$ cat src/hdl/afpc_pkg.sv
// ----------------------------------------------------------------------------
// afpc_pkg: shared constants and types for the allele fraction classifier.
// Holds the register codes, class codes, beat layouts and the pattern table.
// ----------------------------------------------------------------------------
package afpc_pkg;

  localparam int MaxPaths         = 8;
  localparam int CountBits        = 24;
  localparam int TotalBits        = 27;
  localparam int TolBits          = 16;
  localparam int CfgIdxBits       = 1;
  localparam int CfgDataBits      = 27;
  localparam int PatLen           = 5;
  localparam int NumPatterns      = 6;

  localparam logic [CfgIdxBits-1:0] RegMinTotal = 1'd0;
  localparam logic [CfgIdxBits-1:0] RegTol      = 1'd1;

  typedef enum logic [2:0] {
    ClsUnknown  = 3'd0,
    ClsHom      = 3'd1,
    ClsHet      = 3'd2,
    ClsTri      = 3'd3,
    ClsBranch   = 3'd4,
    ClsBranch2  = 3'd5,
    ClsNoisy    = 3'd6
  } class_t;

  typedef struct packed {
    logic [2:0] len;
    logic [5:0] k0;
    logic [5:0] k1;
    logic [5:0] k2;
    logic [5:0] k3;
    logic [5:0] k4;
    class_t     cls;
    logic [1:0] dep;
  } pattern_t;

  // entries in units of 1/48, in priority order
  function automatic pattern_t pattern(input int p);
    pattern_t r;
    begin
      unique case (p)
        0:       r = '{3'd5, 6'd24, 6'd12, 6'd6,  6'd3, 6'd3, ClsBranch2, 2'd3};
        1:       r = '{3'd4, 6'd24, 6'd12, 6'd6,  6'd6, 6'd0, ClsBranch2, 2'd2};
        2:       r = '{3'd3, 6'd24, 6'd12, 6'd12, 6'd0, 6'd0, ClsBranch,  2'd1};
        3:       r = '{3'd3, 6'd16, 6'd16, 6'd16, 6'd0, 6'd0, ClsTri,     2'd0};
        4:       r = '{3'd2, 6'd24, 6'd24, 6'd0,  6'd0, 6'd0, ClsHet,     2'd0};
        default: r = '{3'd1, 6'd48, 6'd0,  6'd0,  6'd0, 6'd0, ClsHom,     2'd0};
      endcase
      return r;
    end
  endfunction

  function automatic logic [5:0] pat_k(input pattern_t pt, input int i);
    begin
      unique case (i)
        0:       return pt.k0;
        1:       return pt.k1;
        2:       return pt.k2;
        3:       return pt.k3;
        default: return pt.k4;
      endcase
    end
  endfunction

  typedef struct packed {
    class_t     cls;
    logic [1:0] dep;
  } match_t;

  typedef struct packed {
    logic [3:0]                         path_count;
    logic [MaxPaths-1:0][CountBits-1:0] reads;
  } in_beat_t;

  typedef struct packed {
    class_t               class_code;
    logic [1:0]           depth;
    logic [2:0]           parent_index;
    logic                 parent_valid;
    logic [TotalBits-1:0] read_total;
  } out_beat_t;

endpackage

$ cat src/hdl/afpc_lane.sv
// ----------------------------------------------------------------------------
// afpc_lane: tolerance test of one sorted count against all pattern entries.
// One registered 3145728*c - 65536*k*T comparison set per pattern.
// ----------------------------------------------------------------------------
module afpc_lane #(
  parameter int LANE = 0
) (
  input  logic                             clk,
  input  logic                             en,
  input  logic [afpc_pkg::CountBits-1:0]   count,
  input  logic [afpc_pkg::TotalBits+5-1:0] total,
  input  logic [afpc_pkg::TolBits-1:0]     tol,
  output logic [afpc_pkg::NumPatterns-1:0] ok
);
  import afpc_pkg::*;

  // total is up to MAX_PATHS*2^COUNT_BITS; k*65536*T fits in 6+16+32 bits
  localparam int TB = TotalBits + 5;
  localparam int W  = TB + 6 + 16 + 1;

  logic [W-1:0] a;
  logic [W-1:0] lim;
  logic [NumPatterns-1:0] ok_next;

  always_comb begin
    logic [W-1:0] b;
    logic [W-1:0] d;
    a   = W'(count) << 20;
    a   = a + (W'(count) << 21);
    lim = W'(tol) * W'(total) * W'(48);
    for (int p = 0; p < NumPatterns; p++) begin
      b = (W'(pat_k(pattern(p), LANE)) * W'(total)) << 16;
      d = (a > b) ? a - b : b - a;
      ok_next[p] = (d <= lim);
    end
  end

  always_ff @(posedge clk) begin
    if (en) begin
      ok <= ok_next;
    end
  end
endmodule

$ cat config.mk
export PLATFORM = sky130hd
export DESIGN_NAME = afpc_lane
export DESIGN_NICKNAME = d
export VERILOG_FILES = /design/src/hdl/afpc_pkg.sv /design/src/hdl/afpc_lane.sv
export SDC_FILE = /design/constraint.sdc
export NUM_CORES = 2
export LEC_CHECK = 0
export BUFFER_PORTS_ARGS = -buffer_cell sky130_fd_sc_hd__buf_2
export CAP_MARGIN = 20
export CORE_MARGIN = 2
export CORE_UTILIZATION = 40
export DETAILED_ROUTE_END_ITERATION = 6
export PLACE_DENSITY = 0.57
export SLEW_MARGIN = 20
export SYNTH_ARGS = -nofsm -noshare
export SYNTH_HDL_FRONTEND = slang
export SYNTH_SLANG_ARGS = --single-unit
$ cat constraint.sdc
create_clock -name clk -period 13.9 [get_ports clk]
set_input_delay 0.695 -clock clk [delete_from_list [all_inputs] [get_ports clk]]
set_output_delay 0.695 -clock clk [all_outputs]
set_load 0.01 [all_outputs]
# After elaboration in Yosys (flattened, before gate mapping)
# Cells that the tools add are included.
classes:
  n_mul: 4
  mux: 3
  add_sub_neg: 7
  order_cmp: 6
op_table:
  columns: ["op", "count"]
  rows:
  - ["$le 55x54->1", 3]
  - ["$mux 55", 3]
  - ["$sub 54x46->55", 2]
  - ["$mul 2x32->34 const A", 2]
  - ["$sub 46x54->55", 1]
  - ["$gt 46x54->1", 1]
  - ["$sub 46x53->54", 1]
  - ["$gt 46x53->1", 1]
  - ["$sub 46x52->53", 1]
  - ["$sub 52x46->53", 1]
  - ["$gt 46x52->1", 1]
  - ["$mul 48x2->50 const B", 1]
  - ["$mul 16x32->48", 1]
  - ["$add 44x45->46", 1]
totals:
  out_inout_bits: 6
  regBits: 6
  wordCells: 21

# Depth between registers and ports, before layout
depth:
  depth_word: 4
  depth_mapped: 54
  mapped_depth_nobuf: 53

# Worst setup path after synthesis
# OpenSTA, ideal clock, no wires.
synth_timing:
  path_kind: "input to register"
  start: "input total[15] (netlist bit)"
  end: "register ok[3] (netlist bit) (data pin)"
  t_required_ns: 13.731
  arrival_ns: 10.753
  slack_ns: 2.978
  path_buffers: 2
  stages: 44
  cell_sequence: "clkbuf_1 > clkbuf_1 > nand2_1 > fa_1 > inv_1 > fa_1 > inv_1 > fa_1 > inv_1 > fa_1 > fa_1 > fa_1 > ha_1 > a21oi_1 > nor2b_1 > or4b_2 > a311oi_1 > nor4_1 > (+8 left out) > a31o_2 > xnor2_1 > ha_1 > a21o_1 > a21o_1 > a21o_1 > a21o_1 > a21oi_1 > nor2b_1 > o21ai_0 > nand2b_1 > a221o_1 > a31oi_1 > a21oi_1 > o21a_1 > o21ai_0 > a21oi_1 > o31ai_1"
synth_via:
  elab_chain_len: 3
  word_cells_on_any_way: 7
  classes_between: "add/sub (2); mul (2); order compare (2); mux (1)"
synth_rtl:
  columns: ["item", "line_no", "source"]
  rows:
  - ["start: declaration", "afpc_lane.sv:11", "input logic [afpc_pkg::TotalBits+5-1:0] total,"]
  - ["$mul 16x32->48, or another cell as far along", "afpc_lane.sv:30", "lim = W'(tol) * W'(total) * W'(48);"]
  - ["$mul 48x2->50 or $mux 55 (tied branches)", "afpc_lane.sv:30, afpc_lane.sv:33", null]
  - ["$le 55x54->1 (*)", "afpc_lane.sv:34", "ok_next[p] = (d <= lim);"]
  - ["net ok_next[3]", "afpc_lane.sv:23", "logic [NumPatterns-1:0] ok_next;"]
  - ["end signal: assignment", "afpc_lane.sv:40", "ok <= ok_next;"]
  - ["end: declaration", "afpc_lane.sv:13", "output logic [afpc_pkg::NumPatterns-1:0] ok"]
# The timed path passes the listed nets; every way through them passes the cells marked *.
# A chain may end at the register's enable or synchronous reset.

# Worst setup path after layout
layout_timing:
  start: "input tol[6] (netlist bit)"
  end: "register ok[4] (netlist bit) (data pin)"
layout_via:
  elab_chain_len: 3
layout_rtl:
  columns: ["item", "line_no", "source"]
  rows:
  - ["start: declaration", "afpc_lane.sv:12", "input logic [afpc_pkg::TolBits-1:0] tol,"]
  - ["$mul 16x32->48", "afpc_lane.sv:30", null]
  - ["$mul 48x2->50", "afpc_lane.sv:30", null]
  - ["$le 55x54->1", null, null]
  - ["net ok_next[0]", "afpc_lane.sv:23", null]
# The timed path passes the listed nets, and every way through them passes these cells.

==> impl_metrics.tcl <==
set metrics [dict create \
    worst_path_dominant_cell_family "compound AO/OA/AOI/OAI gates" \
    vias 28800 \
    hold_buffers 0 \
    tightest_slew_ns 1.03 \
    outcome "finished with violations" \
    nets 5076 \
    largest-register "ok" \
    cts_tree "built" \
    violations "design-rule violations" \
    largest_registers "ok: 3 flops" \
    syn_inst 4161 \
    antenna_found_initial 5 \
    yosys.area.top_type_share_pct 26.3 \
    synth_area_leader_cell "fa_1" \
    grt_pass1_wl_mm 167 \
    fin_tns_setup_ns 0 \
    arrival_ns 13.22 \
    synth.area.top_cells "fa_1, ha_1, inv_1" \
    post_drt_wl_per_cell_um 20.9 \
    nFillCells 8358 \
    cpMaxStageDelayCell "o41ai_1" \
    grt_overflow 0 \
    worst-endpoint-required_ns 13.86 \
    drive_gt1_share_pct 3.93 \
    syn_nets 5142 \
    cts_resized 0 \
    synth_edf_count 3 \
    synth_ff_type "edfxtp_1" \
    final.period_utilization_pct 95.4 \
    fin_area_mm2 0.0337 \
    period_needed_ns 13.26 \
    dr.pass1.iters 7 \
    rsz0062_at_grt "false" \
    path_clk_slew_ns 0.03 \
    drv_slew 0 \
    largest_register_ffs 3 \
    grt_usage_pct 25.9 \
    cts-root-to-sink-buffers 2 \
    rows 104 \
    synth_cell_types 96 \
    drc 4 \
    gp_congestion 0.950 \
    dp_slack_ns 0.684 \
    htreeDepth 1 \
    crit_fanout 19 \
    hold_path.class "primary input to flop" \
    ys_seq_area_share_pct 0.278 \
    io_pins 80 \
    die_area_mm2 0.0832 \
    clock-sinks 3 \
    setup_viol 0 \
    final_util_pct 42.0 \
    timing.fmax_mhz 75.4 \
    ant_nets 0 \
    max_slew_margin_pct 30.2 \
    ys_ff_latch 3 \
    critical_path.max_stage_delay_ns 0.95 \
    initial_core_util_pct 40.3 \
    async_flop_share_pct 0 \
    die_w_um 289 \
    path_class "primary input to flop" \
    avgSynthCellArea_um2 7.78 \
    drv_cap 0 \
    areaGrowthSynthToFinish_pct 4.12 \
    grt_max_degree 39 \
    cp_num_buf_inv 5 \
    worst_setup_path_start_kind "primary input" \
    place_hpwl_mm 88.1 \
    drt-total-wl_mm 108 \
    cpMostUsedCell "fa_1" \
    coreArea_mm2 0.0803 \
    ys_warn_count 0 \
    syn_area_mm2 0.0324 \
    cts_setup_buffers 0 \
    portBuffers 79 \
    die_h_um 289 \
    layout_setup_ws_ns 0.643 \
    place_area_mm2 0.0336 \
    cts_buffers 3 \
    drt_iter0_markers 2049 \
    vias_per_cell 5.59 \
    grt_pass1_vias 28800 \
    hold_viol_final 0 \
    endpoint_kind "flop" \
    root_buffer "clkbuf_16" \
]
-- synthesized netlist by cell type, types with 10 or more instances --
library cell	count
o31ai_1	13
nand2_1	500
a211oi_1	28
ha_1	481
and2_1	203
a311oi_1	10
o21bai_1	58
and3_1	34
xnor2_1	135
o21ai_0	166
a21boi_0	16
mux2i_1	34
or2_2	10
a21oi_1	309
clkbuf_1	160
o21a_1	30
nor2_1	139
nand3_1	61
inv_1	623
xor2_1	83
nand2b_1	39
o211ai_1	31
nor2b_1	37
fa_1	426
a31oi_1	39
nor3_1	45
or3_1	14
a21o_1	199
nand4_1	51
a221oi_1	14
-- layout by cell type, fill, tap and decap left out, drive strengths merged, types with 34 or more instances in the layout --
cell    synthesis  final
xor2           83     83
nand3          61     61
o21ai         171    171
inv           623    623
and3           35     35
xnor2         137    137
a21o          199    199
and2          203    203
nand2b         39     39
buf            20    109
o21bai         58     58
a21oi         310    310
nand4          51     51
nor3           46     46
a31oi          39     39
mux2i          34     34
ha            481    481
nand2         501    501
nor2          139    139
fa            426    426
nor2b          37     37
-- cells by family (layout without fill, tap and decap cells) --
family | count (synthesis) | count (layout) | synth area share (%)
compound gates | 1011 | 1011 | 20.3
xor+xnor | 221 | 221 | 6.10
fa+ha+maj | 908 | 908 | 45.0
buf+inv | 804 | 737 | 9.43
flops | 3 | 3 | 0.278
mux | 41 | 41 | 1.32
other cells | 0 | 1 | 0
simple gates | 1173 | 1173 | 17.6
-- worst paths after layout --
| kind | from | to | slack, ns | cells after the start |
|---|---|---|---|---|
| setup / recovery | tol[6] | ok[4]$_DFFE_PP_ | 0.64 | 40 |
| hold / removal | en | ok[5]$_DFFE_PP_ | 0.75 | 1 |
-- layer usage --
| metal | wire length (um) | GRT usage, % | up-vias |
|---|---|---|---|
| met5 | 24 | 0 | - |
| met4 | 2910 | 6.00 | 4 |
| met3 | 7510 | 4.01 | 135 |
| met2 | 48300 | 42.1 | 869 |
| met1 | 48900 | 36.2 | 14100 |
| li1 | - | - | 13700 |
-- cell type report --
| type | count | area [um^2] | area share, % |
|---|---|---|---|
| diodes | 1 | 2.50 | 0.00742 |
| clock buffers | 4 | 78.8 | 0.234 |
| inverters | 624 | 2340 | 6.95 |
| multi-input cells | 3354 | 29300 | 86.8 |
| flip-flops and latches | 3 | 90.1 | 0.267 |
| well taps | 1060 | 1330 | 3.93 |
| repair buffers | 109 | 621 | 1.84 |
-- stage by stage --
stage,hold WS (ns),cells
final,0.749,5155
after floorplan,0.807,4161
after global routing,0.745,5155
after global placement,0.985,5150
after CTS,0.746,5154
after detailed placement,0.978,5150
Power is not shown: default switching activity piles up to over one toggle a cycle in this logic, so the estimate is an artifact.
