## src/hdl/afpc_pkg.sv

```systemverilog
// ----------------------------------------------------------------------------
// afpc_pkg: shared constants and types for the allele fraction classifier.
// Holds the register codes, class codes, beat layouts and the pattern table.
// ----------------------------------------------------------------------------
package afpc_pkg;

  localparam int MaxPaths         = 8;
  localparam int CountBits        = 24;
  localparam int TotalBits        = 27;
  localparam int TolBits          = 16;
  localparam int CfgIdxBits       = 1;
  localparam int CfgDataBits      = 27;
  localparam int PatLen           = 5;
  localparam int NumPatterns      = 6;

  localparam logic [CfgIdxBits-1:0] RegMinTotal = 1'd0;
  localparam logic [CfgIdxBits-1:0] RegTol      = 1'd1;

  typedef enum logic [2:0] {
    ClsUnknown  = 3'd0,
    ClsHom      = 3'd1,
    ClsHet      = 3'd2,
    ClsTri      = 3'd3,
    ClsBranch   = 3'd4,
    ClsBranch2  = 3'd5,
    ClsNoisy    = 3'd6
  } class_t;

  typedef struct packed {
    logic [2:0] len;
    logic [5:0] k0;
    logic [5:0] k1;
    logic [5:0] k2;
    logic [5:0] k3;
    logic [5:0] k4;
    class_t     cls;
    logic [1:0] dep;
  } pattern_t;

  // entries in units of 1/48, in priority order
  function automatic pattern_t pattern(input int p);
    pattern_t r;
    begin
      unique case (p)
        0:       r = '{3'd5, 6'd24, 6'd12, 6'd6,  6'd3, 6'd3, ClsBranch2, 2'd3};
        1:       r = '{3'd4, 6'd24, 6'd12, 6'd6,  6'd6, 6'd0, ClsBranch2, 2'd2};
        2:       r = '{3'd3, 6'd24, 6'd12, 6'd12, 6'd0, 6'd0, ClsBranch,  2'd1};
        3:       r = '{3'd3, 6'd16, 6'd16, 6'd16, 6'd0, 6'd0, ClsTri,     2'd0};
        4:       r = '{3'd2, 6'd24, 6'd24, 6'd0,  6'd0, 6'd0, ClsHet,     2'd0};
        default: r = '{3'd1, 6'd48, 6'd0,  6'd0,  6'd0, 6'd0, ClsHom,     2'd0};
      endcase
      return r;
    end
  endfunction

  function automatic logic [5:0] pat_k(input pattern_t pt, input int i);
    begin
      unique case (i)
        0:       return pt.k0;
        1:       return pt.k1;
        2:       return pt.k2;
        3:       return pt.k3;
        default: return pt.k4;
      endcase
    end
  endfunction

  typedef struct packed {
    class_t     cls;
    logic [1:0] dep;
  } match_t;

  typedef struct packed {
    logic [3:0]                         path_count;
    logic [MaxPaths-1:0][CountBits-1:0] reads;
  } in_beat_t;

  typedef struct packed {
    class_t               class_code;
    logic [1:0]           depth;
    logic [2:0]           parent_index;
    logic                 parent_valid;
    logic [TotalBits-1:0] read_total;
  } out_beat_t;

endpackage

```

## src/hdl/afpc_merge.sv

```systemverilog
// ----------------------------------------------------------------------------
// afpc_merge: combine the lane results in priority order into one class.
// ----------------------------------------------------------------------------
module afpc_merge (
  input  logic [afpc_pkg::PatLen-1:0][afpc_pkg::NumPatterns-1:0] lane_ok,
  input  logic [3:0]                                            n,
  output afpc_pkg::match_t                                      match
);
  import afpc_pkg::*;

  always_comb begin
    logic hit;
    logic ok;
    pattern_t pt;
    hit   = 1'b0;
    match = '{ClsNoisy, 2'd0};
    for (int p = 0; p < NumPatterns; p++) begin
      pt = pattern(p);
      ok = (n == 4'(pt.len));
      for (int i = 0; i < PatLen; i++) begin
        if (i < int'(pt.len)) ok = ok & lane_ok[i][p];
      end
      if (ok && !hit) begin
        hit   = 1'b1;
        match = '{pt.cls, pt.dep};
      end
    end
  end
endmodule

```

## config.mk

```make
export PLATFORM = sky130hd
export DESIGN_NAME = afpc_merge
export DESIGN_NICKNAME = d
export VERILOG_FILES = /design/src/hdl/afpc_pkg.sv /design/src/hdl/afpc_merge.sv
export SDC_FILE = /design/constraint.sdc
export NUM_CORES = 1
export LEC_CHECK = 0
export ABC_AREA = 1
export BUFFER_PORTS_ARGS = -buffer_cell sky130_fd_sc_hd__clkbuf_2
export CAP_MARGIN = 40
export CORE_AREA = 10 10 47 49
export DETAILED_ROUTE_END_ITERATION = 6
export DIE_AREA = 0 0 57 59
export GPL_TIMING_DRIVEN = 0
export PLACE_DENSITY = 0.51
export RECOVER_POWER = 50
export SETUP_SLACK_MARGIN = 0.05
export SYNTH_ARGS = -nofsm -noshare
export SYNTH_HDL_FRONTEND = slang
export SYNTH_SLANG_ARGS = --single-unit
```

## constraint.sdc

```tcl
create_clock -name vclk -period 0.8
set_input_delay 0.12 -clock vclk [all_inputs]
set_output_delay 0.12 -clock vclk [all_outputs]
set_load 0.02 [all_outputs]
```

# After elaboration in Yosys (flattened, before gate mapping)
# Cells that the tools add are included.
[totals]
regBits = 0
inputBits = 34
elab_cells = 44
[op_classes]
n_eq_ne = 5
muxes = 11
bitwise = 18
n_reduce_logical = 10
[op_table]
columns = ["op", "n"]
rows = [
  ["5-bit two-way mux", 4],
  ["1-bit bitwise AND", 18],
  ["4-bit by 2-bit equality test with 1-bit output, second input constant", 2],
  ["4-bit by 3-bit equality test with 1-bit output, second input constant", 2],
  ["4-bit two-way mux", 2],
  ["1-bit logical AND", 5],
  ["1-bit logical NOT", 5],
  ["1-bit two-way mux", 5],
  ["4-bit by 1-bit equality test with 1-bit output, second input constant", 1],
]

# Logic depth before layout (Yosys ltp)
# Gate-level depths: netlist of the first run.
[depth]
word_depth = 22
depth_mapped = 7

# Least setup slack after synthesis of the first run
# OpenSTA, ideal clock, no wires.
[synth_timing]
kind = "in2out"
from = "in n[3]"
to = "out match[4] in the netlist's numbering"
t_arrival_ps = 796
path_slack_ps = -116
cell_stages = 5
cell_sequence = "inv_1 > nand2_1 > nor2_2 > nand2_1 > a21oi_1"
[synth_rtl]
columns = ["element", "line_no", "text"]
rows = [
  ["start, declared", "afpc_merge.sv:6", "input logic [3:0] n,"],
  ["end, declared", "afpc_merge.sv:7", "output afpc_pkg::match_t match"],
]

==> impl_results.md, run 1 <==
* TritonRoute pass-1 iters at 4
* I/O pin cnt at 39
* Avg Inst Size Synth at 4.04 um2
* WL per Instance at 10.1 um
* Placed insts at 86
* Pin count of the biggest net entering global routing at 5
* Slowest cell on crit path: clkbuf_16
* Rel. slew slack at 77.9%
* Setup bufs post-CTS at 0
* Synth Instances at 43
* Post-CTS Hold Buffers at 0
* Max Transition Viols Final at 0
* Post-Syn Area at 174 um2
* Synth cell types at 8
* GRT overflow at 0
* Port Buf Inserts at 27
* Post-Synth Adder-Cell Area at 0%
* Final std cells w/o fill at 86
* Worst slew pin tran at 0.329 ns
* Total Routing Usage GR at 4.49%
* First-pass GRT wire length at 1360 um
* Die height at 59 um
* Largest family of logic cells by synthesized area: simple AND/OR/NAND/NOR gates
* Synth top area cells: nand2_1 39%, nor2_1 19%, inv_1 17%
* Nets at 106
* Top-area cell type share of the netlist area at 38.8%
* Row count at 14
* Drt drc at 0
* Syn. warnings at 0
* Initial core utilization at 12.4%
* CP peak stage delay at 0.13 ns
* Fin. Hold Viols at 0
* Maxcap violations at 0
* Status: finished with violations
* Req. time, crit path at 0.68 ns
* Reg area at 0 um2
* Footprint of the multi-input gates at 250 um2
* Vias in the first global route at 377
* Most frequent cell after synthesis: nand2_1
* # fillers at 163
* ANT cells at 0
* Multiplexer share of the synthesized area at 0%
* Peak VDD IR at 0.198 mV
* Pwr Total at 186 uW
* Net Count, Synth at 77
* Clock buffer cells at 0
* Post-synthesis simple-gate area fraction at 79.9%
* Setup Crit Path Kind: in2out
* Post-route cell area at 549 um2
* Worst Path Max Fanout at 2
* F_max at 1010 MHz
* Min-delay worst type: in2out
* Placed cell area at 385 um2
* Failing checks: negative setup slack
* WL final at 865 um
* Fin crit period at 0.993 ns
* Post-DRT Antenna Nets at 0
* Synth cell count leaders: 18 x nand2_1, 9 x nor2_1, 8 x inv_1, 4 x nand3_1
* Pwr/cell area at 339 nW/um2
* Die Span X at 57 um
* Worst path cell trace: clkbuf_16 -> inv_12 -> nand2_4 -> nor2_4 -> nand2_1 -> nand2_2 -> nand2_2 -> nand2_4 -> buf_8
* Worst path arrival time at 0.87 ns
* Initial antenna violation count at 0
* Post-DR vias/cell at 3.91
* Crit. End Element: primary output
* Startpoint Class: input port
* Gpl congestion at 0.708
* Core area at 1400 um2
* Flip-flop and latch count at 0
* Area Growth Syn to Fin at 216%
* Post-synthesis compound-gate area fraction at 2.88%
* XOR/XNOR Fraction of Synth Area at 0%
* Final setup vio count at 5
* Iter 0 DRT Violations at 3
* Layout cell share with drive strength beyond 1 at 75.7%
* Sequential area share after synthesis at 0%
* DP Wirelength at 787 um
* Synth area leader: nand2_1
* Die Area at 3360 um2
* Final period util at 124%
* Post-route setup slack at -0.193 ns
* RSZ-0062 raised after global routing: true
* Leakage at 0.322 nW
* Vias at 336
[worst paths after layout]
check | start | endpoint | slack [ns] | depth (start not counted)
max | n[3] | match[2] | -0.19 | 9
min | lane_ok[5] | match[3] | 0.69 | 5
[layout make-up]
cell class,instances,share of cell area [%]
multi-input combinational,35,45.6
timing repair buffer,27,41.7
inverter,8,9.11
tap,16,3.64
[cells by family (layout without fill, tap and decap cells)]
group                  count (synthesis)  in the layout
buffers and inverters                  8             35
and+or+nand+nor                       34             34
AOI/OAI and AO/OA                      1              1
[metal layers]
layer,vias up,track usage [%],part of all wire [%]
li1,181,-,-
met1,141,4.61,38
met2,14,9.30,54
met3,0,1.07,7.4
met4,0,0,0
met5,-,0,0
[critical path, delay by kind of cell]
family / cells / cell delay [ns]
AND/OR/NAND/NOR: 6 / 0.46
buffers and inverters: 3 / 0.28
[stage by stage]
step | hold slack [ns] | setup TNS (ns) | utilization, % | setup WS, ns
2_1_floorplan | 0.478 | 0 | - | 0.0314
3_3_place_gp | 0.721 | -1.30 | 27.5 | -0.334
3_5_place_dp | 0.724 | -1.40 | 27.5 | -0.360
4_1_cts | 0.701 | -0.793 | 35.3 | -0.231
5_1_grt | 0.725 | -0.885 | 39.2 | -0.233
6_report | 0.691 | -0.659 | 39.2 | -0.193
[what timing repair did]
action,CTS,global route
setup endpoints to repair,5,5
gates cloned,0,0
gates resized for setup,24,21
pin swaps,9,8
[report_power, final]
part           total (mW)  switching, mW  internal (mW)
Sequential              0              0              0
Combinational       0.186         0.0835          0.103
Clock                   0              0              0
Total               0.186         0.0835          0.103
[placed cells by master, fill, tap and decap left out]
cell,Yosys,routed
inv_1,8,3
nor3_1,1,1
inv_12,0,1
buf_6,0,1
nand3_4,0,1
inv_2,0,1
clkbuf_16,0,1
nor2_1,9,3
clkbuf_8,0,2
nand2_2,1,7
inv_4,0,3
a21oi_4,0,1
nor2_4,0,3
clkbuf_2,0,18
nand2_1,18,7
nand3_1,4,3
buf_8,0,5
nand2_4,0,5
nor2_2,1,4
Note: power is estimated with default switching activity, not from simulation.
==> run 2: changes to the inputs <==
--- a/config.mk
+++ b/config.mk
@@ -12,7 +12,6 @@
 export DETAILED_ROUTE_END_ITERATION = 6
 export DIE_AREA = 0 0 57 59
 export GPL_TIMING_DRIVEN = 0
-export PLACE_DENSITY = 0.51
 export RECOVER_POWER = 50
 export SETUP_SLACK_MARGIN = 0.05
 export SYNTH_ARGS = -nofsm -noshare
==> impl_results.md, run 2 (same netlist as run 1, synthesis figures left out) <==
* Flip-flop and latch count at 0
* Port Buf Inserts at 27
* First-pass GRT wire length at 1460 um
* Core area at 1400 um2
* Clock buffer cells at 0
* Iter 0 DRT Violations at 2
* TritonRoute pass-1 iters at 3
* Maxcap violations at 0
* Layout cell share with drive strength beyond 1 at 77.1%
* Pin count of the biggest net entering global routing at 5
* Leakage at 0.360 nW
* Reg area at 0 um2
* Crit. End Element: primary output
* Final std cells w/o fill at 86
* Pwr/cell area at 350 nW/um2
* Req. time, crit path at 0.68 ns
* I/O pin cnt at 39
* Peak VDD IR at 0.199 mV
* Die Area at 3360 um2
* F_max at 1030 MHz
* WL per Instance at 10.9 um
* Die Span X at 57 um
* Fin crit period at 0.972 ns
* Worst slew pin tran at 0.247 ns
* Post-DRT Antenna Nets at 0
* Post-CTS Hold Buffers at 0
* Area Growth Syn to Fin at 263%
* Setup Crit Path Kind: in2out
* Nets at 106
* Post-route setup slack at -0.172 ns
* Startpoint Class: input port
* WL final at 938 um
* Post-DR vias/cell at 3.99
* Vias at 343
* Die height at 59 um
* ANT cells at 0
* Final period util at 122%
* Vias in the first global route at 361
* RSZ-0062 raised after global routing: true
* Drt drc at 0
* Max Transition Viols Final at 0
* Commonest non-fill, non-tap cells in the layout: 18 x clkbuf_2, 10 x nand2_4, 7 x nand2_1
* Rel. slew slack at 83.5%
* GRT overflow at 0
* Fin. Hold Viols at 0
* Gpl congestion at 0.716
* Failing checks: negative setup slack
* Status: finished with violations
* Total Routing Usage GR at 4.95%
* Placed insts at 86
* Most common cell after layout, fill and taps aside: clkbuf_2
* Hold Slack at 0.684 ns
* Worst path arrival time at 0.85 ns
* Min-delay worst type: in2out
* Setup bufs post-CTS at 0
* Worst Path Max Fanout at 2
* Initial core utilization at 12.4%
* Final setup vio count at 5
* Initial antenna violation count at 0
* DP Wirelength at 793 um
* Row count at 14
[run 2: cell types whose count changed in the layout (fill, tap and decap cells not counted), sizes merged]
cell / change
buf: -1
clkbuf: +1
[run 2: layout make-up]
class,count,area [um2]
Tap cell,16,20.0
Fill cell,149,771
Multi-Input combinational cell,35,302
Inverter,8,62.6
Timing Repair Buffer,27,246
[run 2: what timing repair did]
| action | CTS | global route |
|---|---|---|
| gates resized for setup | 38 | 21 |
| cloned | 0 | 0 |
| endpoints found under the setup margin | 5 | 5 |
| pin swaps | 7 | 6 |
[run 2: metrics by stage]
step	utilization [%]	setup TNS [ns]	instance area, um2	worst slack [ns]	power [mW]
after floorplan	-	0	230	0.0314	0.0547
after global placement	27.5	-1.30	385	-0.338	0.123
after detailed placement	27.5	-1.39	385	-0.353	0.126
after CTS	39.6	-0.833	556	-0.216	0.199
after global routing	45.0	-0.889	631	-0.231	0.239
final	45.0	-0.651	631	-0.172	0.221
[run 2: path summary, 6_finish.rpt]
check	cells past startpoint	to	slack (ns)	from
min	6	match[1]	0.68	lane_ok[13]
max	9	match[2]	-0.17	n[3]
[run 2: power breakdown]
part           internal (mW)  switching, mW
clock network              0              0
logic                  0.120          0.101
registers                  0              0
total                  0.120          0.101
[run 2: worst max-delay path: stages]
cell and delay, ns:
clkbuf_16 0.13, inv_12 0.06, nand2_8 0.05, nor2_4 0.11, nand2_2 0.07, nand2_4 0.09
nand2_4 0.05, nand2_4 0.05, buf_8 0.10
[run 2: layer usage]
metal | up-vias | wire (um) | global-route usage, %
met4 | 0 | 0 | 0
met3 | 0 | 72 | 1.50
met2 | 14 | 547 | 10.2
li1 | 181 | - | -
met5 | - | 0 | 0
met1 | 148 | 318 | 4.94
==> run 3: changes to the inputs <==
--- a/config.mk
+++ b/config.mk
@@ -5,7 +5,6 @@
 export SDC_FILE = /design/constraint.sdc
 export NUM_CORES = 1
 export LEC_CHECK = 0
-export ABC_AREA = 1
 export BUFFER_PORTS_ARGS = -buffer_cell sky130_fd_sc_hd__clkbuf_2
 export CAP_MARGIN = 40
 export CORE_AREA = 10 10 47 49
==> impl_results.md, run 3 <==
* Status: finished with violations
* Failing checks: negative setup slack
* RSZ-0062 raised after global routing: true
* Leakage at 0.216 nW
* Avg Inst Size Synth at 6.67 um2
* Post-DRT Antenna Nets at 0
* Pin count of the biggest net entering global routing at 6
* Synth cell count leaders: 4 x nand2_1, 3 x nand4_1, 3 x nor2_1
* Drt drc at 0
* Core area at 1400 um2
* Crit. End Element: primary output
* Rel. slew slack at 87.3%
* Met3 Use GR at 2.15%
* Iter 0 DRT Violations at 1
* Clock buffer cells at 0
* Startpoint Class: input port
* Flip-flop and latch count at 0
* Final setup vio count at 5
* Die Area at 3360 um2
* Worst slew pin tran at 0.190 ns
* Setup WS pre-CTS at -0.412 ns
* Worst Path Max Fanout at 4
* Met2 Use GR at 6.67%
* Post-DR vias/cell at 4.35
* Busiest layer in global routing: met2
* Fin crit period at 1.20 ns
* First-pass GRT wire length at 1200 um
* Max Transition Viols Final at 0
* Sequential area share after synthesis at 0%
* F_max at 837 MHz
* Port Buf Inserts at 27
* Vias at 287
* Synth top area cells: nand4_1 13%, nand2_1 11%, and4bb_1 8.9%
* Vias in the first global route at 275
* Top-area cell type share of the netlist area at 13.4%
* Nets at 86
* Synth cell types at 14
* WL final at 846 um
* Final period util at 149%
* Most frequent cell after synthesis: nand2_1
* Initial antenna violation count at 0
* DP Wirelength at 729 um
* # fillers at 155
* Syn. warnings at 0
* Grt met1 use at 4.67%
* Fin. Hold Viols at 0
* GRT overflow at 0
* Gpl congestion at 0.653
* Die height at 59 um
* Maxcap violations at 0
* Most common cell after layout, fill and taps aside: clkbuf_2
* Post-Syn Area at 140 um2
* Post-route setup slack at -0.395 ns
* Layout cell share with drive strength beyond 1 at 74.0%
* Initial core utilization at 10.0%
* Min-delay worst type: in2out
* Synth area leader: nand4_1
* Total Routing Usage GR at 3.99%
* Pwr Total at 125 uW
* Reg area at 0 um2
* ANT cells at 0
* Footprint of the multi-input gates at 148 um2
* Net Count, Synth at 55
* TritonRoute pass-1 iters at 2
* Row count at 14
* Peak VDD IR at 0.0905 mV
* Pwr/cell area at 308 nW/um2
* Die Span X at 57 um
* Req. time, crit path at 0.68 ns
* Setup Crit Path Kind: in2out
* Commonest non-fill, non-tap cells in the layout: 16 x clkbuf_2, 6 x buf_6, 4 x nand2_1
* Area Growth Syn to Fin at 189%
* I/O pin cnt at 39
* Post-CTS Hold Buffers at 0
* WL per Instance at 12.8 um
* Worst path arrival time at 1.08 ns
* Synth Instances at 21
==> run 3: kinds of logic (layout without fill, tap and decap cells) <==
logic type	Yosys count	after routing	synth area share [%]
buf+inv	1	30	2.68
simple gates	16	16	75.0
compound gates	4	4	22.3
==> run 3: worst max-delay path, cell delays in order <==
cell      delay, ns
buf_6          0.09
and4bb_1       0.30
nand4_2        0.11
buf_4          0.16
buf_6          0.10
nand2_1        0.06
clkbuf_8       0.14
==> run 3: worst paths after layout <==
path,from,end,slack (ns),cells after the start
worst max-delay path,n[2],match[0],-0.40,7
worst min-delay path,n[3],match[1],0.62,5
==> run 3: where the power goes <==
part,switching [mW],internal [mW]
Combinational,0.0435,0.0814
Clock,0,0
Sequential,0,0
==> run 3: metrics by stage <==
stage               setup TNS [ns]  instance area [um2]  cells  utilization [%]  hold slack, ns
finish                       -1.45                  405     66             28.9           0.615
global placement             -1.46                  295     64             21.1           0.628
CTS                          -1.51                  353     65             25.2           0.660
global route                 -1.77                  405     66             28.9           0.639
detailed placement           -1.47                  295     64             21.1           0.629
floorplan                   -0.341                  140     21                -           0.453
==> run 3: cell type report <==
class                      count  share of cell area [%]
timing repair buffer          29                    57.7
multi-input combinational     20                    36.4
tap                           16                    4.94
inverter                       1                   0.926
==> run 3: timing repair <==
action                     in CTS  in global routing
setup buffers                   1                  1
pin swaps                       2                  7
setup endpoints to repair       5                  5
cloned                          0                  0
gates resized for setup        11                 12
==> run 3: routing by layer <==
metal  up-vias  routed length, um
met4         0                  0
met2        21                356
met3         0                124
met1       126                365
li1        140                  -
met5         -                  0
